==> config.mk <==
export PLATFORM = sky130hd
export DESIGN_NAME = bbge_cell
export DESIGN_NICKNAME = d
export VERILOG_FILES = /design/src/bbge_pkg.sv /design/src/bbge_cell.sv
export SDC_FILE = /design/constraint.sdc
export NUM_CORES = 1
export LEC_CHECK = 0
export BUFFER_PORTS_ARGS = -buffer_cell sky130_fd_sc_hd__buf_2
export CORE_MARGIN = 5
export CORE_UTILIZATION = 45
export CTS_BUF_LIST = sky130_fd_sc_hd__clkbuf_2
export DETAILED_ROUTE_END_ITERATION = 10
export HOLD_SLACK_MARGIN = 0.15
export PLACE_DENSITY = 0.73
export SLEW_MARGIN = 20
export SYNTH_ARGS = -nofsm -noshare
export SYNTH_HDL_FRONTEND = slang
export SYNTH_SLANG_ARGS = --single-unit
==> constraint.sdc <==
create_clock -name clk -period 8 [get_ports clk]
set_clock_uncertainty 0.1 [all_clocks]
set_input_delay 0.8 -clock clk [delete_from_list [all_inputs] [get_ports clk]]
set_output_delay 0.8 -clock clk [all_outputs]
set_load 0.05 [all_outputs]
==> src/bbge_pkg.sv <==
// shared types and constants of the brian's brain generation engine
// no dependencies; every other file refers to this package by scoped names
`timescale 1ns / 1ps
`default_nettype none

package bbge_pkg;

    // field widths of the channels
    localparam int FUNC_W    = 2;
    localparam int POS_W     = 6;
    localparam int STATE_W   = 2;
    localparam int SIZE_W    = 7;
    localparam int CFG_IDX_W = 1;

    // default grid capacity
    localparam int DEF_MAX_ROWS = 64;
    localparam int DEF_MAX_COLS = 64;

    // operation codes
    localparam logic [FUNC_W-1:0] FUNC_WRITE = 2'd0;
    localparam logic [FUNC_W-1:0] FUNC_READ  = 2'd1;
    localparam logic [FUNC_W-1:0] FUNC_GEN   = 2'd2;
    localparam logic [FUNC_W-1:0] FUNC_NOP   = 2'd3;

    // cell states
    localparam logic [STATE_W-1:0] CELL_ON    = 2'd0;
    localparam logic [STATE_W-1:0] CELL_DYING = 2'd1;
    localparam logic [STATE_W-1:0] CELL_OFF   = 2'd2;

    // configuration register indexes
    localparam logic [CFG_IDX_W-1:0] CFG_GRID_WIDTH  = 1'b0;
    localparam logic [CFG_IDX_W-1:0] CFG_GRID_HEIGHT = 1'b1;

    localparam logic [SIZE_W-1:0] SIZE_RESET = 7'd64;

    // controls for the three-row window held in the column cells
    typedef struct packed {
        logic load_up;
        logic load_mid;
        logic load_low;
        logic load_save;
        logic shift;
        logic low_from_save;
    } bbge_win_ctl_t;

endpackage

`default_nettype wire

==> src/bbge_cell.sv <==
// one column cell: holds its column of the upper, middle and lower rows
// and computes the next state of the middle cell; depends on bbge_pkg
`timescale 1ns / 1ps
`default_nettype none

module bbge_cell
(
    input  wire                                clk,
    input  bbge_pkg::bbge_win_ctl_t            ctl,
    input  wire [bbge_pkg::STATE_W-1:0]        rd_cell,
    input  wire                                active,
    input  wire [2:0]                          left_on,
    input  wire [2:0]                          right_on,
    output logic [2:0]                         on_bits,
    output logic [bbge_pkg::STATE_W-1:0]       nxt
);

    logic [bbge_pkg::STATE_W-1:0] up_reg;
    logic [bbge_pkg::STATE_W-1:0] mid_reg;
    logic [bbge_pkg::STATE_W-1:0] low_reg;
    logic [bbge_pkg::STATE_W-1:0] save_reg;
    logic [3:0]                   cnt;

    always_ff @(posedge clk)
    begin
        if (ctl.shift)
        begin
            up_reg  <= mid_reg;
            mid_reg <= low_reg;
            low_reg <= ctl.low_from_save ? save_reg : rd_cell;
        end
        else
        begin
            if (ctl.load_up)
                up_reg <= rd_cell;
            if (ctl.load_mid)
                mid_reg <= rd_cell;
            if (ctl.load_low)
                low_reg <= rd_cell;
        end
        // old first row, needed again as lower neighbor of the last row
        if (ctl.load_save)
            save_reg <= rd_cell;
    end

    assign on_bits = {up_reg == bbge_pkg::CELL_ON,
                      mid_reg == bbge_pkg::CELL_ON,
                      low_reg == bbge_pkg::CELL_ON};

    always_comb
    begin
        cnt = {3'b0, left_on[2]} + {3'b0, left_on[1]} + {3'b0, left_on[0]}
            + {3'b0, right_on[2]} + {3'b0, right_on[1]} + {3'b0, right_on[0]}
            + {3'b0, on_bits[2]} + {3'b0, on_bits[0]};
    end

    always_comb
    begin
        if (!active)
            nxt = mid_reg;
        else if (mid_reg == bbge_pkg::CELL_ON)
            nxt = bbge_pkg::CELL_DYING;
        else if (mid_reg == bbge_pkg::CELL_DYING)
            nxt = bbge_pkg::CELL_OFF;
        else
            nxt = (cnt == 4'd2) ? bbge_pkg::CELL_ON : bbge_pkg::CELL_OFF;
    end

endmodule

`default_nettype wire

=== Word level (Yosys, flattened, before mapping) ===
Index checks and enable logic that the tools add are counted.

* Output and inout bits: 5
* Logic and storage cells: 30
* Input bits: 16
* Flip-flop bits (word level): 8

* Reductions and logical operators: 6
* Equality and inequality tests: 2
* Add/subtract/negate cells: 7
* Multiplexer cells: 11

{| class="wikitable"
|+ Operator list
! kind !! count
|-
| 2-bit 2-to-1 mux || 11
|-
| 4-bit by 1-bit adder with 4-bit output || 4
|-
| 2-bit zero test || 3
|-
| 2-bit nonzero test || 3
|-
| 3-bit by 1-bit adder with 4-bit output || 1
|-
| 4-bit by 2-bit equality test with 1-bit output, second input constant || 1
|-
| 2-bit by 1-bit adder with 3-bit output || 1
|-
| 1-bit by 1-bit adder with 2-bit output || 1
|-
| 2-bit by 1-bit equality test with 1-bit output, second input constant || 1
|}

=== Logic depth before layout (Yosys ltp) ===
* Depth after elaboration: 12
* Gate-level depth with buffers: 10
* Mapped depth without buffers: 10

=== Least setup slack after synthesis ===
No wires, ideal clock.

* Path type: input to output
* Start point: input left_on[0]
* End point: output nxt[1] (netlist name)
* Setup slack: 3.203 ns
* Data arrival time: 3.897 ns
* Stages: 9
* Required time: 7.100 ns
* Path buffers: 0
* Cells stage by stage: inv_1 -> fa_1 -> fa_1 -> fa_1 -> inv_1 -> ha_1 -> fa_1 -> a31o_2 -> a21oi_1

* Word-level cells in the longest chain between the ends: 11

{| class="wikitable"
|+ Ends and longest elaborated chain
! item !! RTL line !! RTL
|-
| start: declaration || bbge_cell.sv:12 || <nowiki>input wire [2:0] left_on,</nowiki>
|-
| 2-bit by 1-bit adder with 3-bit output || bbge_cell.sv:52 || <nowiki>cnt = {3'b0, left_on[2]} + {3'b0, left_on[1]} + {3'b0, left_on[0]}</nowiki>
|-
| 3-bit by 1-bit adder with 4-bit output || bbge_cell.sv:53 || <nowiki>+ {3'b0, right_on[2]} + {3'b0, right_on[1]} + {3'b0, right_on[0]}</nowiki>
|-
| 4-bit by 1-bit adder with 4-bit output (2 in series) || bbge_cell.sv:53 ||
|-
| 4-bit by 1-bit adder with 4-bit output (2 in series) || bbge_cell.sv:54 || <nowiki>+ {3'b0, on_bits[2]} + {3'b0, on_bits[0]};</nowiki>
|-
| 4-bit by 2-bit equality test with 1-bit output || bbge_cell.sv:66 || <nowiki>nxt = (cnt == 4'd2) ? bbge_pkg::CELL_ON : bbge_pkg::CELL_OFF;</nowiki>
|-
| 2-bit 2-to-1 mux || bbge_cell.sv:66 ||
|-
| 2-bit 2-to-1 mux || bbge_cell.sv:63 || <nowiki>else if (mid_reg == bbge_pkg::CELL_DYING)</nowiki>
|-
| 2-bit 2-to-1 mux || bbge_cell.sv:61 || <nowiki>else if (mid_reg == bbge_pkg::CELL_ON)</nowiki>
|-
| 2-bit 2-to-1 mux || bbge_cell.sv:59 || <nowiki>if (!active)</nowiki>
|-
| end: declaration || bbge_cell.sv:15 || <nowiki>output logic [bbge_pkg::STATE_W-1:0] nxt</nowiki>
|}

No other way between the ends.

=== Final worst setup path ===
Same ends and word-level chain as after synthesis.

==> reports/qor.txt <==
Status - complete, no violations
Setup-failing EPs final - 0
Comb power frac - 0.401
Ports - 21
Critical path's top delay family - adder cells
Switch Pwr - 0.0453 mW
1st-iter DRT viols - 2
Fin. Hold Viols - 0
Area Growth Syn to Fin - 21.0%
Post-Syn Instances - 55
Clk network pwr share - 0.183
Leak - 0.382 nW
Nets - 102
Core area - 1270 um^2
Worst min-delay path class - reg2reg
GRT Total Usage - 0.104
Placed inst area - 692 um^2
Max frequency - 219 MHz
Worst EP arrival - 3.66 ns
Worst reg-to-reg path cell count - 1
Setup TNS - 0 ns
Cts bufs inserted - 3
Fill cells - 129
Synthesis Warnings - 0
Unrepaired setup endpoints after global routing - false
CTS Sinks - 8
Remaining antenna violation count - 0
Worst Setup Slack post-DPL - 3.42 ns
Worst vdd ir - 0.0863 mV
Crit path max fanout - 2
Clk_lat worst skew - 0.23 ns
CTS H-Tree Depth - 1
Internal - 0.0814 mW
Largest net degree at the start of global routing - 11
First-pass GRT wire length - 1530 um
Hold path depth - 1
Vias in the first global route - 418
Worst slew pin tran - 0.249 ns
Root buffer cell - clkbuf_2
Design Area, Final - 707 um^2
Die area - 2120 um^2
Port-buffer cells - 20
Power density over the cells - 179 nW/um^2
Post-CTS Setup Bufs - 0
Worst setup EP type - primary output
Buf/Inv on CP - 4
Largest stage delay on the critical path - 0.55 ns
Syn Area/Cell - 10.6 um^2
Num rows - 13
ANT cells - 0
DR pass1 iterations - 2
Critical Path Slowest Stage Cell - fa_1
CP Cell Sequence - buf_2 -> inv_1 -> fa_1 -> fa_1 -> fa_1 -> inv_1 -> ha_1 -> fa_1 -> a31o_2 -> a21oi_1 -> buf_2
Top cell by count, worst path - fa_1
FF-to-FF Start - save_reg[0]
FF-to-FF setup slack - 7.03 ns
Initial antenna violation count - 0
Post-synth cell types - 15
R2R Path End - low_reg[0]
Max Cap Viol - 0
Drt total wl - 975 um
Placer Congestion - 0.663
Initial Util - 0.461
Remaining Overflow, GRT - 0
Vias per cell - 4.67
DR WL/cell - 10.6 um
Max-slew violations - 0
Share of the yosys chip area belonging to registers - 0.411
Crit start category - input pin
Die height - 46.0 um
FF+latch count, synth - 8
Min setup slack post-route - 3.44 ns
Flop pwr share - 0.416
Vias - 430
HPWL Detailed - 856 um
Total power - 0.127 mW
Clock tree buffer depth - 2
Critical Path RT - 7.10 ns
Most frequent cells in the layout - buf_2 (20), inv_1 (13), nand2_1 (9)
Post-CTS Resized - 0
CTS clk-pin slew, worst paths - 0.07 ns
Period utilization - 0.570
Min Clock Period, post-route - 4.56 ns
CTS tree - done
Syn Nets - 78
Residual DRC - 0
Layout cell share with drive strength beyond 1 - 0.429
Cts hold-fix bufs - 0
Worst Setup Path Type - in2out
Mapped cell area - 584 um^2
Switching Fraction - 0.358
Worst hold path startpoint - save_reg[1]
Most common cell after layout, fill and taps aside - buf_2
Hold path endpoint - low_reg[1]
Die Wd - 46.0 um
Relative slew margins - 0.835
power by group through the flow:
stage	Combinational (mW)	Clock (mW)	Sequential [mW]
6_report	0.0508	0.0232	0.0527
5_1_grt	0.0574	0.0273	0.0532
4_1_cts	0.0520	0.0248	0.0527
3_5_place_dp	0.0517	0	0.0537
3_3_place_gp	0.0498	0	0.0535
2_1_floorplan	0.0383	0	0.0530
how the worst max path moves through the flow:
stage	start	end	slack (ns)	cells after the start
after floorplan	left_on[0]	nxt[1]	3.20	9
after global placement	left_on[0]	nxt[1]	3.45	11
after detailed placement	left_on[0]	nxt[1]	3.42	11
after CTS	left_on[0]	nxt[1]	3.41	11
after global routing	left_on[0]	nxt[1]	3.30	11
final	left_on[0]	nxt[1]	3.44	11
cell families after synthesis:
logic type,synth area share
DFF,0.411
and+or+nand+nor,0.173
buffers and inverters,0.103
AOI/OAI and AO/OA,0.0407
muxes,0.0707
adders and majority gates,0.201
layout make-up:
| type | count | area, um^2 | share of cell area |
|---|---|---|---|
| multi-input cells | 33 | 284 | 0.402 |
| flip-flops and latches | 8 | 240 | 0.340 |
| repair buffers | 20 | 100 | 0.142 |
| inverters | 13 | 48.8 | 0.0690 |
| well taps | 15 | 18.8 | 0.0265 |
| clock buffers | 3 | 15.0 | 0.0212 |
stage by stage:
step / util / hold slack (ns) / cells
3_5_place_dp: 0.545 / 0.438 / 89
3_3_place_gp: 0.545 / 0.432 / 89
5_1_grt: 0.557 / 0.479 / 92
2_1_floorplan: - / 0.408 / 55
6_report: 0.557 / 0.452 / 92
4_1_cts: 0.557 / 0.456 / 92
synthesized netlist by cell type, drive strengths merged:
library cell / instances / share of area
nand2: 10 / 0.077
ha: 3 / 0.064
nand2b: 2 / 0.021
a31o: 1 / 0.015
mux2: 3 / 0.071
nor2: 1 / 0.0064
a21oi: 3 / 0.026
buf: 1 / 0.019
fa: 4 / 0.14
edfxtp: 8 / 0.41
or2: 5 / 0.054
inv: 13 / 0.084
nand4b: 1 / 0.015
metal layers:
metal / global-route usage / vias up / wire [um]
met4: 0.0852 / 0 / 14
met3: 0.0158 / 2 / 90
met2: 0.162 / 16 / 474
met1: 0.123 / 195 / 396
li1: - / 217 / -
met5: 0 / - / 0
Power figures use the tool's default switching activity.
